[src/rtl/core/mpsra_pkg.sv]
// Shared types and constants for the multi-page shelf rectangle allocator.
// No dependencies; imported by every module of the block but mpsra_ram.
package mpsra_pkg;

	localparam int COORD_W = 13;   // cursor, shelf and page-size width
	localparam int GUT_W   = 12;
	localparam int LIM_W   = 4;
	localparam int PAD_W   = 14;   // width + 2*gutter
	localparam int OUT_W   = 12;   // coordinate output width
	localparam int IDX_W   = 2;    // register index width

	localparam logic [IDX_W-1:0] CFG_PAGE_SIZE  = 2'd0;
	localparam logic [IDX_W-1:0] CFG_GUTTER     = 2'd1;
	localparam logic [IDX_W-1:0] CFG_PAGE_LIMIT = 2'd2;

	localparam logic OP_ALLOC = 1'b0;
	localparam logic OP_INVAL = 1'b1;

	typedef enum logic [2:0] {
		ST_PLACED   = 3'd0,
		ST_NEWPAGE  = 3'd1,
		ST_TOOLARGE = 3'd2,
		ST_FULL     = 3'd3,
		ST_INVALID  = 3'd4
	} status_t;

	typedef enum logic [2:0] {
		S_IDLE,
		S_PREP,
		S_CHECK,
		S_SCAN,
		S_OPEN
	} state_t;

	// one page-table entry
	typedef struct packed {
		logic               mode;
		logic [COORD_W-1:0] cur_x;
		logic [COORD_W-1:0] cur_y;
		logic [COORD_W-1:0] shelf_h;
	} page_entry_t;

	// verdict on one visited page
	typedef struct packed {
		logic               match;
		logic               fit;
		logic               wrap;
		page_entry_t        wr_entry;
		logic [COORD_W-1:0] pos_x;
		logic [COORD_W-1:0] pos_y;
	} eval_t;

endpackage

[src/rtl/core/multi_page_shelf_rect_allocator_unit.sv]
// Shelf rectangle allocator over up to MAX_PAGES square atlas pages.
// Depends on mpsra_pkg, mpsra_ram, mpsra_page_eval.
//
// A transaction is taken when start is high and busy is low; its result shows for one
// cycle with done, the first cycle in which busy is low again, and cannot be held off.
// An invalidate ends in the prep state, a too-large request in the check state. An
// allocation that lands on an open page ends in the scan state at that page; one that
// opens a new page or finds the pages full scans every open page, if any, and ends in
// the open state. The page table sits in one RAM with a registered read, and the
// scan reads and tests one page per cycle.
module multi_page_shelf_rect_allocator_unit #(
	parameter int MAX_PAGES     = 8,
	parameter int MAX_PAGE_SIDE = 4096
) (
	input  logic                                clk,
	input  logic                                arst_n,
	input  logic                                start,
	output logic                                busy,
	input  logic                                op,
	input  logic [mpsra_pkg::COORD_W-1:0]       width,
	input  logic [mpsra_pkg::COORD_W-1:0]       height,
	input  logic                                mode,
	input  logic                                cfg_we,
	input  logic [mpsra_pkg::IDX_W-1:0]         cfg_index,
	input  logic [mpsra_pkg::COORD_W-1:0]       cfg_wdata,
	output logic                                done,
	output logic [2:0]                          status,
	output logic [2:0]                          page,
	output logic [mpsra_pkg::OUT_W-1:0]         upload_x,
	output logic [mpsra_pkg::OUT_W-1:0]         upload_y,
	output logic [mpsra_pkg::COORD_W-1:0]       upload_w,
	output logic [mpsra_pkg::COORD_W-1:0]       upload_h,
	output logic [mpsra_pkg::OUT_W-1:0]         content_x,
	output logic [mpsra_pkg::OUT_W-1:0]         content_y
);
	import mpsra_pkg::*;

	localparam int PG_AW   = (MAX_PAGES > 1) ? $clog2(MAX_PAGES) : 1;
	localparam int CNT_W   = $clog2(MAX_PAGES + 1);
	localparam int ENTRY_W = $bits(page_entry_t);

	// configuration
	logic [COORD_W-1:0] page_size_q;
	logic [GUT_W-1:0]   gutter_q;
	logic [LIM_W-1:0]   page_limit_q;

	// transaction
	logic               op_q;
	logic [COORD_W-1:0] w_q;
	logic [COORD_W-1:0] h_q;
	logic               mode_q;
	logic [PAD_W-1:0]   uw_q;
	logic [PAD_W-1:0]   uh_q;
	logic [COORD_W-1:0] ps_q;
	logic [CNT_W-1:0]   lim_q;
	logic [COORD_W-1:0] lim_x_q;
	logic [COORD_W-1:0] lim_y_q;
	logic [PG_AW-1:0]   ev_q;
	logic [CNT_W-1:0]   cnt_q;

	state_t state_q, state_n;

	// RAM port
	logic               ram_we;
	logic [PG_AW-1:0]   ram_waddr;
	page_entry_t        ram_wdata;
	logic [PG_AW-1:0]   ram_raddr;
	page_entry_t        ram_rdata;

	eval_t              ev_res;
	logic               too_large;
	logic               ev_last;
	logic               full;
	logic [COORD_W-1:0] ps_raw;

	// result
	logic               done_n;
	status_t            status_n;
	logic [2:0]         page_n;
	logic [COORD_W-1:0] x_n;
	logic [COORD_W-1:0] y_n;
	logic               fields_n;   // fields carry a placement

	logic               done_q;
	logic [2:0]         status_q;
	logic [2:0]         page_q;
	logic [OUT_W-1:0]   ux_q;
	logic [OUT_W-1:0]   uy_q;
	logic [COORD_W-1:0] uw_out_q;
	logic [COORD_W-1:0] uh_out_q;
	logic [OUT_W-1:0]   cx_q;
	logic [OUT_W-1:0]   cy_q;

	mpsra_ram #(
		.WIDTH (ENTRY_W),
		.DEPTH (MAX_PAGES)
	) u_ram (
		.clk   (clk),
		.we    (ram_we),
		.waddr (ram_waddr),
		.wdata (ram_wdata),
		.raddr (ram_raddr),
		.rdata (ram_rdata)
	);

	mpsra_page_eval u_eval (
		.entry (ram_rdata),
		.mode  (mode_q),
		.lim_x (lim_x_q),
		.lim_y (lim_y_q),
		.uw    (uw_q[COORD_W-1:0]),
		.uh    (uh_q[COORD_W-1:0]),
		.res   (ev_res)
	);

	assign ps_raw    = (page_size_q == '0) ? COORD_W'(1) : page_size_q;
	assign too_large = (uw_q > {1'b0, ps_q}) || (uh_q > {1'b0, ps_q});
	assign ev_last   = (CNT_W'(ev_q) + CNT_W'(1)) == cnt_q;
	assign full      = cnt_q >= lim_q;

	// configuration writes
	always_ff @(posedge clk or negedge arst_n) begin
		if (!arst_n) begin
			page_size_q  <= COORD_W'(1024);
			gutter_q     <= GUT_W'(1);
			page_limit_q <= LIM_W'(8);
		end else if (cfg_we) begin
			unique case (cfg_index)
				CFG_PAGE_SIZE:  page_size_q  <= cfg_wdata;
				CFG_GUTTER:     gutter_q     <= cfg_wdata[GUT_W-1:0];
				CFG_PAGE_LIMIT: page_limit_q <= cfg_wdata[LIM_W-1:0];
				default: ;
			endcase
		end
	end

	// next state
	always_comb begin
		state_n = state_q;
		unique case (state_q)
			S_IDLE:  if (start) state_n = S_PREP;
			S_PREP:  state_n = (op_q == OP_INVAL) ? S_IDLE : S_CHECK;
			S_CHECK: begin
				if (too_large)
					state_n = S_IDLE;
				else if (cnt_q == '0)
					state_n = S_OPEN;
				else
					state_n = S_SCAN;
			end
			S_SCAN: begin
				if (ev_res.match && ev_res.fit)
					state_n = S_IDLE;
				else if (ev_last)
					state_n = S_OPEN;
			end
			S_OPEN:  state_n = S_IDLE;
			default: state_n = S_IDLE;
		endcase
	end

	// outputs: RAM access and result
	always_comb begin
		ram_we    = 1'b0;
		ram_waddr = ev_q;
		ram_wdata = ev_res.wr_entry;
		ram_raddr = (state_q == S_CHECK) ? '0 : ev_q + PG_AW'(1);
		done_n    = 1'b0;
		status_n  = ST_PLACED;
		page_n    = '0;
		x_n       = '0;
		y_n       = '0;
		fields_n  = 1'b0;
		unique case (state_q)
			S_PREP: begin
				if (op_q == OP_INVAL) begin
					done_n   = 1'b1;
					status_n = ST_INVALID;
				end
			end
			S_CHECK: begin
				if (too_large) begin
					done_n   = 1'b1;
					status_n = ST_TOOLARGE;
				end
			end
			S_SCAN: begin
				ram_we = ev_res.match && (ev_res.fit || ev_res.wrap);
				if (ev_res.match && ev_res.fit) begin
					done_n   = 1'b1;
					status_n = ST_PLACED;
					page_n   = 3'(ev_q);
					x_n      = ev_res.pos_x;
					y_n      = ev_res.pos_y;
					fields_n = 1'b1;
				end
			end
			S_OPEN: begin
				done_n = 1'b1;
				if (full) begin
					status_n = ST_FULL;
				end else begin
					ram_we    = 1'b1;
					ram_waddr = cnt_q[PG_AW-1:0];
					ram_wdata = '{mode: mode_q, cur_x: uw_q[COORD_W-1:0], cur_y: '0,
						shelf_h: uh_q[COORD_W-1:0]};
					status_n  = ST_NEWPAGE;
					page_n    = 3'(cnt_q);
					fields_n  = 1'b1;
				end
			end
			default: ;
		endcase
	end

	// control
	always_ff @(posedge clk or negedge arst_n) begin
		if (!arst_n) begin
			state_q <= S_IDLE;
			cnt_q   <= '0;
			ev_q    <= '0;
			done_q  <= 1'b0;
		end else begin
			state_q <= state_n;
			done_q  <= done_n;
			if (state_q == S_PREP && op_q == OP_INVAL)
				cnt_q <= '0;
			else if (state_q == S_OPEN && !full)
				cnt_q <= cnt_q + CNT_W'(1);
			if (state_q == S_CHECK)
				ev_q <= '0;
			else if (state_q == S_SCAN)
				ev_q <= ev_q + PG_AW'(1);
		end
	end

	// transaction datapath
	always_ff @(posedge clk) begin
		if (state_q == S_IDLE && start) begin
			op_q   <= op;
			w_q    <= width;
			h_q    <= height;
			mode_q <= mode;
		end
		if (state_q == S_PREP) begin
			uw_q <= {1'b0, w_q} + {1'b0, gutter_q, 1'b0};
			uh_q <= {1'b0, h_q} + {1'b0, gutter_q, 1'b0};
			ps_q <= (32'(ps_raw) > MAX_PAGE_SIDE) ? COORD_W'(MAX_PAGE_SIDE) : ps_raw;
			lim_q <= (32'(page_limit_q) > MAX_PAGES) ? CNT_W'(MAX_PAGES)
				: CNT_W'(page_limit_q);
		end
		if (state_q == S_CHECK) begin
			// valid only when the padded rectangle fits the page
			lim_x_q <= ps_q - uw_q[COORD_W-1:0];
			lim_y_q <= ps_q - uh_q[COORD_W-1:0];
		end
		if (done_n) begin
			status_q <= status_n;
			page_q   <= page_n;
			ux_q     <= x_n[OUT_W-1:0];
			uy_q     <= y_n[OUT_W-1:0];
			cx_q     <= fields_n ? x_n[OUT_W-1:0] + gutter_q : '0;
			cy_q     <= fields_n ? y_n[OUT_W-1:0] + gutter_q : '0;
			uw_out_q <= fields_n ? uw_q[COORD_W-1:0] : '0;
			uh_out_q <= fields_n ? uh_q[COORD_W-1:0] : '0;
		end
	end

	assign busy      = state_q != S_IDLE;
	assign done      = done_q;
	assign status    = status_q;
	assign page      = page_q;
	assign upload_x  = ux_q;
	assign upload_y  = uy_q;
	assign upload_w  = uw_out_q;
	assign upload_h  = uh_out_q;
	assign content_x = cx_q;
	assign content_y = cy_q;

endmodule

[src/rtl/core/mpsra_ram.sv]
// Generic single-write, single-read synchronous RAM with registered read data.
// No dependencies.
module mpsra_ram #(
	parameter int WIDTH = 40,
	parameter int DEPTH = 8
) (
	input  logic                                   clk,
	input  logic                                   we,
	input  logic [(DEPTH > 1 ? $clog2(DEPTH) : 1)-1:0] waddr,
	input  logic [WIDTH-1:0]                       wdata,
	input  logic [(DEPTH > 1 ? $clog2(DEPTH) : 1)-1:0] raddr,
	output logic [WIDTH-1:0]                       rdata
);
	logic [WIDTH-1:0] mem [DEPTH];

	always_ff @(posedge clk) begin
		if (we) begin
			mem[waddr] <= wdata;
		end
		rdata <= mem[raddr];
	end

endmodule

[src/rtl/core/mpsra_page_eval.sv]
// Shelf test on one page entry: wrap to a new shelf, vertical room, placement.
// Depends on mpsra_pkg.
module mpsra_page_eval (
	input  mpsra_pkg::page_entry_t             entry,
	input  logic                               mode,
	input  logic [mpsra_pkg::COORD_W-1:0]      lim_x,
	input  logic [mpsra_pkg::COORD_W-1:0]      lim_y,
	input  logic [mpsra_pkg::COORD_W-1:0]      uw,
	input  logic [mpsra_pkg::COORD_W-1:0]      uh,
	output mpsra_pkg::eval_t                   res
);
	import mpsra_pkg::*;

	logic               wrap;
	logic [COORD_W-1:0] cx;
	logic [COORD_W-1:0] cy;
	logic [COORD_W-1:0] sh;
	logic               fit;

	always_comb begin
		wrap = entry.cur_x > lim_x;
		cx   = wrap ? '0 : entry.cur_x;
		cy   = wrap ? entry.cur_y + entry.shelf_h : entry.cur_y;
		sh   = wrap ? '0 : entry.shelf_h;
		fit  = cy <= lim_y;

		res.match = entry.mode == mode;
		res.fit   = fit;
		res.wrap  = wrap;
		res.pos_x = cx;
		res.pos_y = cy;
		res.wr_entry.mode  = mode;
		res.wr_entry.cur_y = cy;
		if (fit) begin
			res.wr_entry.cur_x   = cx + uw;
			res.wr_entry.shelf_h = (uh > sh) ? uh : sh;
		end else begin
			// skipped page keeps only the shelf wrap
			res.wr_entry.cur_x   = '0;
			res.wr_entry.shelf_h = '0;
		end
	end

endmodule

[config.mk]
export PLATFORM = sky130hd
export DESIGN_NAME = multi_page_shelf_rect_allocator_unit
export DESIGN_NICKNAME = d
export VERILOG_FILES = /design/src/rtl/core/mpsra_pkg.sv /design/src/rtl/core/multi_page_shelf_rect_allocator_unit.sv /design/src/rtl/core/mpsra_ram.sv /design/src/rtl/core/mpsra_page_eval.sv
export SDC_FILE = /design/constraint.sdc
export NUM_CORES = 1
export LEC_CHECK = 0
export ABC_AREA = 1
export BUFFER_PORTS_ARGS = -buffer_cell sky130_fd_sc_hd__buf_4
export CORE_MARGIN = 5
export CORE_UTILIZATION = 57
export DETAILED_ROUTE_END_ITERATION = 7
export GPL_ROUTABILITY_DRIVEN = 0
export PLACE_DENSITY = 0.86
export SYNTH_ARGS = -nofsm -noshare
export SYNTH_HDL_FRONTEND = slang
export SYNTH_HIERARCHICAL = 1
export SYNTH_SLANG_ARGS = --single-unit
[constraint.sdc]
create_clock -name clk -period 13.8 [get_ports clk]
set_input_delay 2.07 -clock clk [delete_from_list [all_inputs] [get_ports clk]]
set_output_delay 2.07 -clock clk [all_outputs]
set_load 0.05 [all_outputs]
# After elaboration in Yosys (flattened, before gate mapping)
# Memories as Yosys holds them, arrays and structs flattened. A register that Yosys moved wholly into a read port is not among the register bits.
# Index checks and enable logic that the tools add are counted.
# op_classes
magnitude_cmp,8
n_addsub,11
n_eq_ne,10
reduce_logical,19
n_mux,43
# op_table
op,count
$mux 13,7
$mux 39,2
$mux 12,4
$mux 3,13
$add 13x13->14,2
$gt 14x13->1,2
$add 13x13->13,2
$gt 13x13->1,2
$sub 13x13->13,2
$add 12x12->12,2
$gt 13x13->1 const B,1
$le 13x13->1,1
$logic_not 13->1,1
$pmux 3 s4,1
$pmux 3 s3,1
$mux 4,2
$reduce_and 2->1,4
$eq 3x2->1 const B,2
$mux 1,6
$mux 2,3
$pmux 3 s2,1
$logic_and 1x1->1,5
$add 3x1->4 const B,1
$add 4x1->4 const B,1
20 further kinds,23
# totals
word_cells,117
inputBits,47
reg_bits,219
mem_count,1
ramBits,320
# memory_table
name,words,width,read_ports,rd_ports_with_merged_regs,wr,line_no,text
u_ram.mem,8,40,1,1,1,mpsra_ram.sv:14,logic [WIDTH-1:0] mem [DEPTH];

# Logic depth before layout (Yosys ltp)
# Gate-level depths: netlist (run 1).
# logic_depth
word_depth,8
mapped_depth,35
mapped_depth_nobuf,33

# Cells and area by module
# Netlist (run 1), hierarchy kept.
# by_module_without_submodules
mod,seq_area_each_um2,cells_per_inst,area_per_inst_um2,instances
mpsra_ram,10410.0,1441,14799.2,1
multi_page_shelf_rect_allocator_unit,6379.9,1279,12166.7,1
mpsra_page_eval,0.0,485,2865.2,1

# Worst setup path before layout (run 1)
# No wires, ideal clock.
# synth_timing
kind,register to register
start,register state_q[1]
end,register cx_q[0] (netlist: content_x[0]) (enable)
path_slack_ns,7.089
n_path_buf,0
arrival_ns,6.269
path_stages_with_launch,6
cell_sequence,dfrtp_1 nor3_1 nand2_1 inv_1 nor3_1 nand2_1
# synth_between
elab_chain_len,2
elab_cells_between_ends,5
cone_classes,eq/ne (4); mux (1)
# synth_rtl
item,line_no,text
from (decl),multi_page_shelf_rect_allocator_unit.sv:61,"state_t state_q, state_n;"
from (signal assigned),multi_page_shelf_rect_allocator_unit.sv:224,state_q <= state_n;
"$eq 3x3->1, or another cell as far along",multi_page_shelf_rect_allocator_unit.sv:174,unique case (state_q)
$pmux 1 s4 (*),multi_page_shelf_rect_allocator_unit.sv:174,
net done_n,multi_page_shelf_rect_allocator_unit.sv:77,logic done_n;
to (signal assigned),multi_page_shelf_rect_allocator_unit.sv:262,cx_q <= fields_n ? x_n[OUT_W-1:0] + gutter_q : '0;
to (decl),multi_page_shelf_rect_allocator_unit.sv:91,logic [OUT_W-1:0] cx_q;
# Mark *: on every way through the listed nets, which the timed path passes. The rest lies on a longest branch.
# A chain may end at the register's enable or synchronous reset.

==> results.py, run 1 <==
metrics = {
    "critical_path": {
        "cpMostUsedCell": "nand2_1",
        "critical_path.top_delay_family": "simple AND/OR/NAND/NOR gates",
        "crit_slowest_cell": "buf_4",
        "critical-path-max-stage-delay_ns": 0.65,
        "path_cells": "inv_1 > ha_1 > nand2_1 > nor2_1 > and2_1 > nand2_1 > nand2_1 > nand2_2 > inv_2 > nor2_1 > a31oi_1 > ha_1 > nand2_1 > nor2_1 > a21oi_1 > nand2_1 > nand2_2 > nand2_1 > inv_2 > nand2_1 > inv_1 > nor3_1 > nand2_4 > buf_4",
        "crit_buf_inv": 5,
        "worstPathRequired_ns": 14.04,
        "critical_path_arrival_ns": 6.25,
        "start_kind": "flop",
        "critPathKind": "reg2reg",
        "crit_path_end_kind": "flop",
        "crit_fanout": 60,
    },
    "detailed_routing": {
        "drt_iter0_drc": 2750,
        "routed_wirelength_um": 78990,
        "drc": 0,
        "drt-pass1-iter-count": 8,
        "via_per_inst": 5.635,
        "wl_per_cell_um": 19.65,
        "drtAntennaViolNets": 0,
        "num_vias": 22649,
    },
    "clocking": {
        "clk_transition_reported_paths_ns": 0.06,
        "cts_setup_buffers": 0,
        "postCtsHoldBufs": 0,
        "clock_path_buffers": 3,
        "cts-root-buf": "clkbuf_16",
        "postCtsResizedCells": 0,
        "htree_levels": 2,
        "clock_sinks": 579,
        "cts_tree": "done",
        "cts_made_buffers": 56,
        "clock_latency_ns": 0.63,
    },
    "timing": {
        "timing.slew.headroom_pct": 24.10,
        "timing.setup.tns_ns": 0,
        "grt_setup_unrepaired": "false",
        "skew_ns": 0.02279,
        "slew_violations": 0,
        "fin_crit_sh_pct": 43.54,
        "hold_viol": 0,
        "final.min_clock_period_ns": 6.009,
        "max_freq_mhz": 166.4,
        "setup_violations": 0,
        "worst_pin_slew_ns": 1.127,
    },
    "logic_synthesis": {
        "avgSynthCellArea_um2": 9.309,
        "syn_inst": 3204,
        "syn-num-nets": 3425,
        "syn_area_um2": 29830,
        "yosysWarnings": 6,
    },
    "floorplan": {
        "core_area_um2": 51610,
        "pin_count": 129,
        "num_rows": 83,
        "die_h_um": 238.8,
        "die_w_um": 238.8,
        "initial_core_util_pct": 57.79,
        "dieArea_um2": 57000,
    },
    "finish": {
        "drive_gt1_share_pct": 11.20,
        "area_growth_pct": 10.89,
        "multi_input_area_um2": 10220,
        "fillers": 3707,
        "seq_area_um2": 16790,
        "diodes": 0,
        "fin_nets": 3515,
    },
    "global_routing": {
        "grt_pass1_vias": 21874,
        "grt.overflow.total": 0,
        "grt_pass1_wl_um": 120000,
        "grt_max_degree": 160,
        "antenna_found_initial": 1,
        "track_usage_pct": 27.00,
    },
    "status": {
        "status": "completed",
    },
    "flow_run": {
        "maxCapViolations": 0,
    },
    "placement": {
        "io_buffer_count": 128,
        "dp_hpwl_um": 52440,
    },
    "worst_hold_path": {
        "hp-class": "reg2reg",
    },
}
==> registers in the layout, summed over array words and instances, names as in the netlist, 4 cells and up <==
name,count
u_ram/mem,320
uw_q,14
page_size_q,13
upload_h,13
upload_y,12
content_x,12
u_ram/rdata,40
content_y,12
upload_w,13
page_limit_q,4
w_q,13
gutter_q,12
lim_q,4
lim_x_q,13
cnt_q,4
uh_q,14
ps_q,13
lim_y_q,13
upload_x,12
h_q,13
==> stage by stage <==
stage / util, % / std cells / worst slack (ns) / cell area, um^2 / hold slack (ns)
2_1_floorplan: - / 3204 / 7.089 / 29830 / 0.4003
3_3_place_gp: 60.45 / 3916 / 8.391 / 31200 / 0.4240
3_5_place_dp: 60.45 / 3916 / 8.215 / 31200 / 0.4183
4_1_cts: 64.08 / 4019 / 8.026 / 33080 / 0.4182
5_1_grt: 64.08 / 4019 / 7.474 / 33080 / 0.4391
6_report: 64.08 / 4019 / 7.791 / 33080 / 0.4153
==> metal layers <==
metal	wire (um)	vias to the layer above	GRT usage [%]
met5	0	-	0
met1	27920	10402	33.67
met3	8760	347	5.872
met2	36750	1440	43.45
li1	-	10460	-
met4	5553	0	16.24
==> cell type report <==
cell class,instances,area share (%)
clock inverters,21,0.9230
repair buffers,146,3.352
clock buffers,82,4.748
well taps,680,2.572
flip-flops and latches,579,50.76
inverters,594,6.752
multi-input cells,1917,30.89
==> layout by cell type (no fill, tap or decap), drive strengths merged <==
master	n
dfxtp	40
edfxtp	499
a21o	5
bufinv	8
fa	8
xnor2	23
dfstp	3
inv	593
a21boi	1
nor3	17
o21a	3
nor2	179
o21bai	12
a31oi	4
o211ai	4
clkbuf	82
nand3	253
nand4	17
nor3b	1
buf	146
dfrtp	37
and2	1
o2111ai	2
and3	1
clkinvlp	1
nand3b	2
nand2	907
o22ai	4
nor4	3
or2	5
clkinv	13
a211oi	5
ha	166
a21oi	129
o21ai	112
xor2	51
mux2	2
==> worst paths after layout <==
kind / start / endpoint / slack [ns] / depth (start not counted)
worst max-delay path: lim_x_q[8] / upload_x[0] / 7.79 / 24
worst min-delay path: h_q[0] / uh_q[0] / 0.42 / 0
worst max register to register: lim_x_q[8] / upload_x[0] / 7.79 / 24
worst min register to register: h_q[0] / uh_q[0] / 0.42 / 0
max in group asynchronous: arst_n / gutter_q[0] / 11.98 / 1
min in group asynchronous: arst_n / gutter_q[5] / 1.42 / 1
Power of run 1 is left out: the tool's default activity adds up to more than one toggle a clock period on the data nets, which glitch-free logic cannot reach.
==> inputs of run 2 (changes only) <==
==> constraint.sdc (replaced) <==
create_clock -name clk -period 6.3 [get_ports clk]
set_input_delay 0.945 -clock clk [delete_from_list [all_inputs] [get_ports clk]]
set_output_delay 0.945 -clock clk [all_outputs]
set_load 0.05 [all_outputs]
==> run 2 against run 1 <==
Against the previous run:
- first-iteration DRC count decreased by 7.7%
- design area about the same
- highest routed layer unchanged
- fmax increased by 8.3%
- utilization about the same
==> results.py, run 2 (synthesized netlist as in run 1, its figures left out) <==
metrics = {
    "finish": {
        "area_growth_pct": 10.86,
        "fin_cells": 4028,
        "reg.largest.list": "u_ram/mem (320), u_ram/rdata (40)",
        "drive_gt1_share_pct": 11.38,
        "fillers": 3705,
        "largest_register_ffs": 320,
        "postLayoutCoreUtil_pct": 64.07,
        "multi_input_area_um2": 10220,
        "final_cell_mix": "896 x nand2_1, 499 x edfxtp_1, 487 x inv_1",
        "seq_area_um2": 16790,
        "fin_nets": 3520,
        "top_register": "u_ram/mem",
        "final_common_cell": "nand2_1",
    },
    "critical_path": {
        "reg2reg_from": "lim_x_q[3]",
        "r2r_slack_ns": 0.75,
        "crit_buf_inv": 3,
        "critPathKind": "reg2reg",
        "crit_path_end_kind": "flop",
        "critical_path_arrival_ns": 5.93,
        "start_kind": "flop",
        "cpMostUsedCell": "nand2_1",
        "crit_slowest_cell": "inv_2",
        "reg2reg_to": "content_x[11]",
        "worstPathRequired_ns": 6.69,
        "critical-path-max-stage-delay_ns": 0.42,
        "critical_path.top_delay_family": "simple AND/OR/NAND/NOR gates",
        "crit_fanout": 33,
        "reg2reg_depth": 31,
    },
    "placement": {
        "placed_cells": 3921,
        "io_buffer_count": 128,
        "dp_hpwl_um": 51020,
    },
    "detailed_routing": {
        "wl_per_cell_um": 19.13,
        "via_per_inst": 5.625,
        "routed_wirelength_um": 77060,
        "num_vias": 22657,
        "drt_iter0_drc": 2539,
        "drt-pass1-iter-count": 7,
        "drtAntennaViolNets": 0,
        "drc": 0,
    },
    "global_routing": {
        "track_usage_pct": 26.41,
        "grt_pass1_wl_um": 118600,
        "grt.overflow.total": 0,
        "grt_max_degree": 91,
        "grt_pass1_vias": 22302,
        "antenna_found_initial": 1,
    },
    "flow_run": {
        "maxCapViolations": 0,
    },
    "clocking": {
        "cts-root-buf": "clkbuf_16",
        "cts_made_buffers": 56,
        "clock_sinks": 579,
        "postCtsResizedCells": 0,
        "htree_levels": 2,
        "cts_tree": "done",
        "clock_path_buffers": 3,
        "clock_latency_ns": 0.63,
        "postCtsHoldBufs": 0,
        "clk_transition_reported_paths_ns": 0.06,
        "cts_setup_buffers": 0,
    },
    "floorplan": {
        "initial_core_util_pct": 57.79,
        "die_h_um": 238.8,
        "dieArea_um2": 57000,
        "pin_count": 129,
        "core_area_um2": 51610,
        "die_w_um": 238.8,
        "num_rows": 83,
    },
    "timing": {
        "holdWs_ns": 0.2818,
        "slew_violations": 0,
        "final.min_clock_period_ns": 5.546,
        "skew_ns": 0.02597,
        "timing.setup.tns_ns": 0,
        "max_freq_mhz": 180.3,
        "timing.slew.headroom_pct": 16.60,
        "hold_viol": 0,
        "setup_violations": 0,
        "fin_crit_sh_pct": 88.04,
        "worst_pin_slew_ns": 1.238,
        "grt_setup_unrepaired": "false",
    },
    "status": {
        "status": "completed",
    },
    "worst_hold_path": {
        "hp-class": "in2async",
    },
}
run 2: worst register-to-register path, delay by kind of cell, from the launching register on:
kind                     cells  cell delay [ns]
flip-flops                   1             0.32
AO/OA/AOI/OAI                4             0.76
adder cells (fa/ha/maj)      3             0.94
buffers and inverters        3             0.85
AND/OR/NAND/NOR             21             2.45
run 2: layer usage:
| layer | global-route usage [%] | wire (um) |
|---|---|---|
| met4 | 13.50 | 4439 |
| met5 | 0 | 0 |
| met2 | 44.75 | 37150 |
| met1 | 32.63 | 27830 |
| met3 | 4.776 | 7642 |
run 2: layout make-up:
class | count | share of cell area [%]
timing repair buffer | 151 | 3.466
clock inverter | 33 | 1.044
inverter | 594 | 6.754
clock buffer | 73 | 4.461
tap | 680 | 2.573
sequential | 579 | 50.78
multi-input combinational | 1917 | 30.92
antenna | 1 | 0.007568
run 2: how the worst max path moves through the flow:
stage                         start       endpoint  slack, ns  cells after the start
finish                   lim_x_q[3]  content_x[11]       0.75                     31
floorplan            u_ram/rdata[0]   content_x[0]       1.16                     24
global placement    u_ram/rdata[38]   content_y[5]       1.09                     24
CTS                      lim_x_q[3]   content_y[5]       0.89                     25
detailed placement       lim_x_q[4]   content_y[5]       0.91                     25
global route        u_ram/rdata[38]  content_x[11]       0.42                     29
run 2: stage by stage:
stage / worst slack, ns / area, um^2
floorplan: 1.160 / 29830
global placement: 1.090 / 31240
detailed placement: 0.9077 / 31240
CTS: 0.8908 / 33060
global route: 0.4186 / 33060
finish: 0.7536 / 33070
Power of run 2 is left out for the same reason.
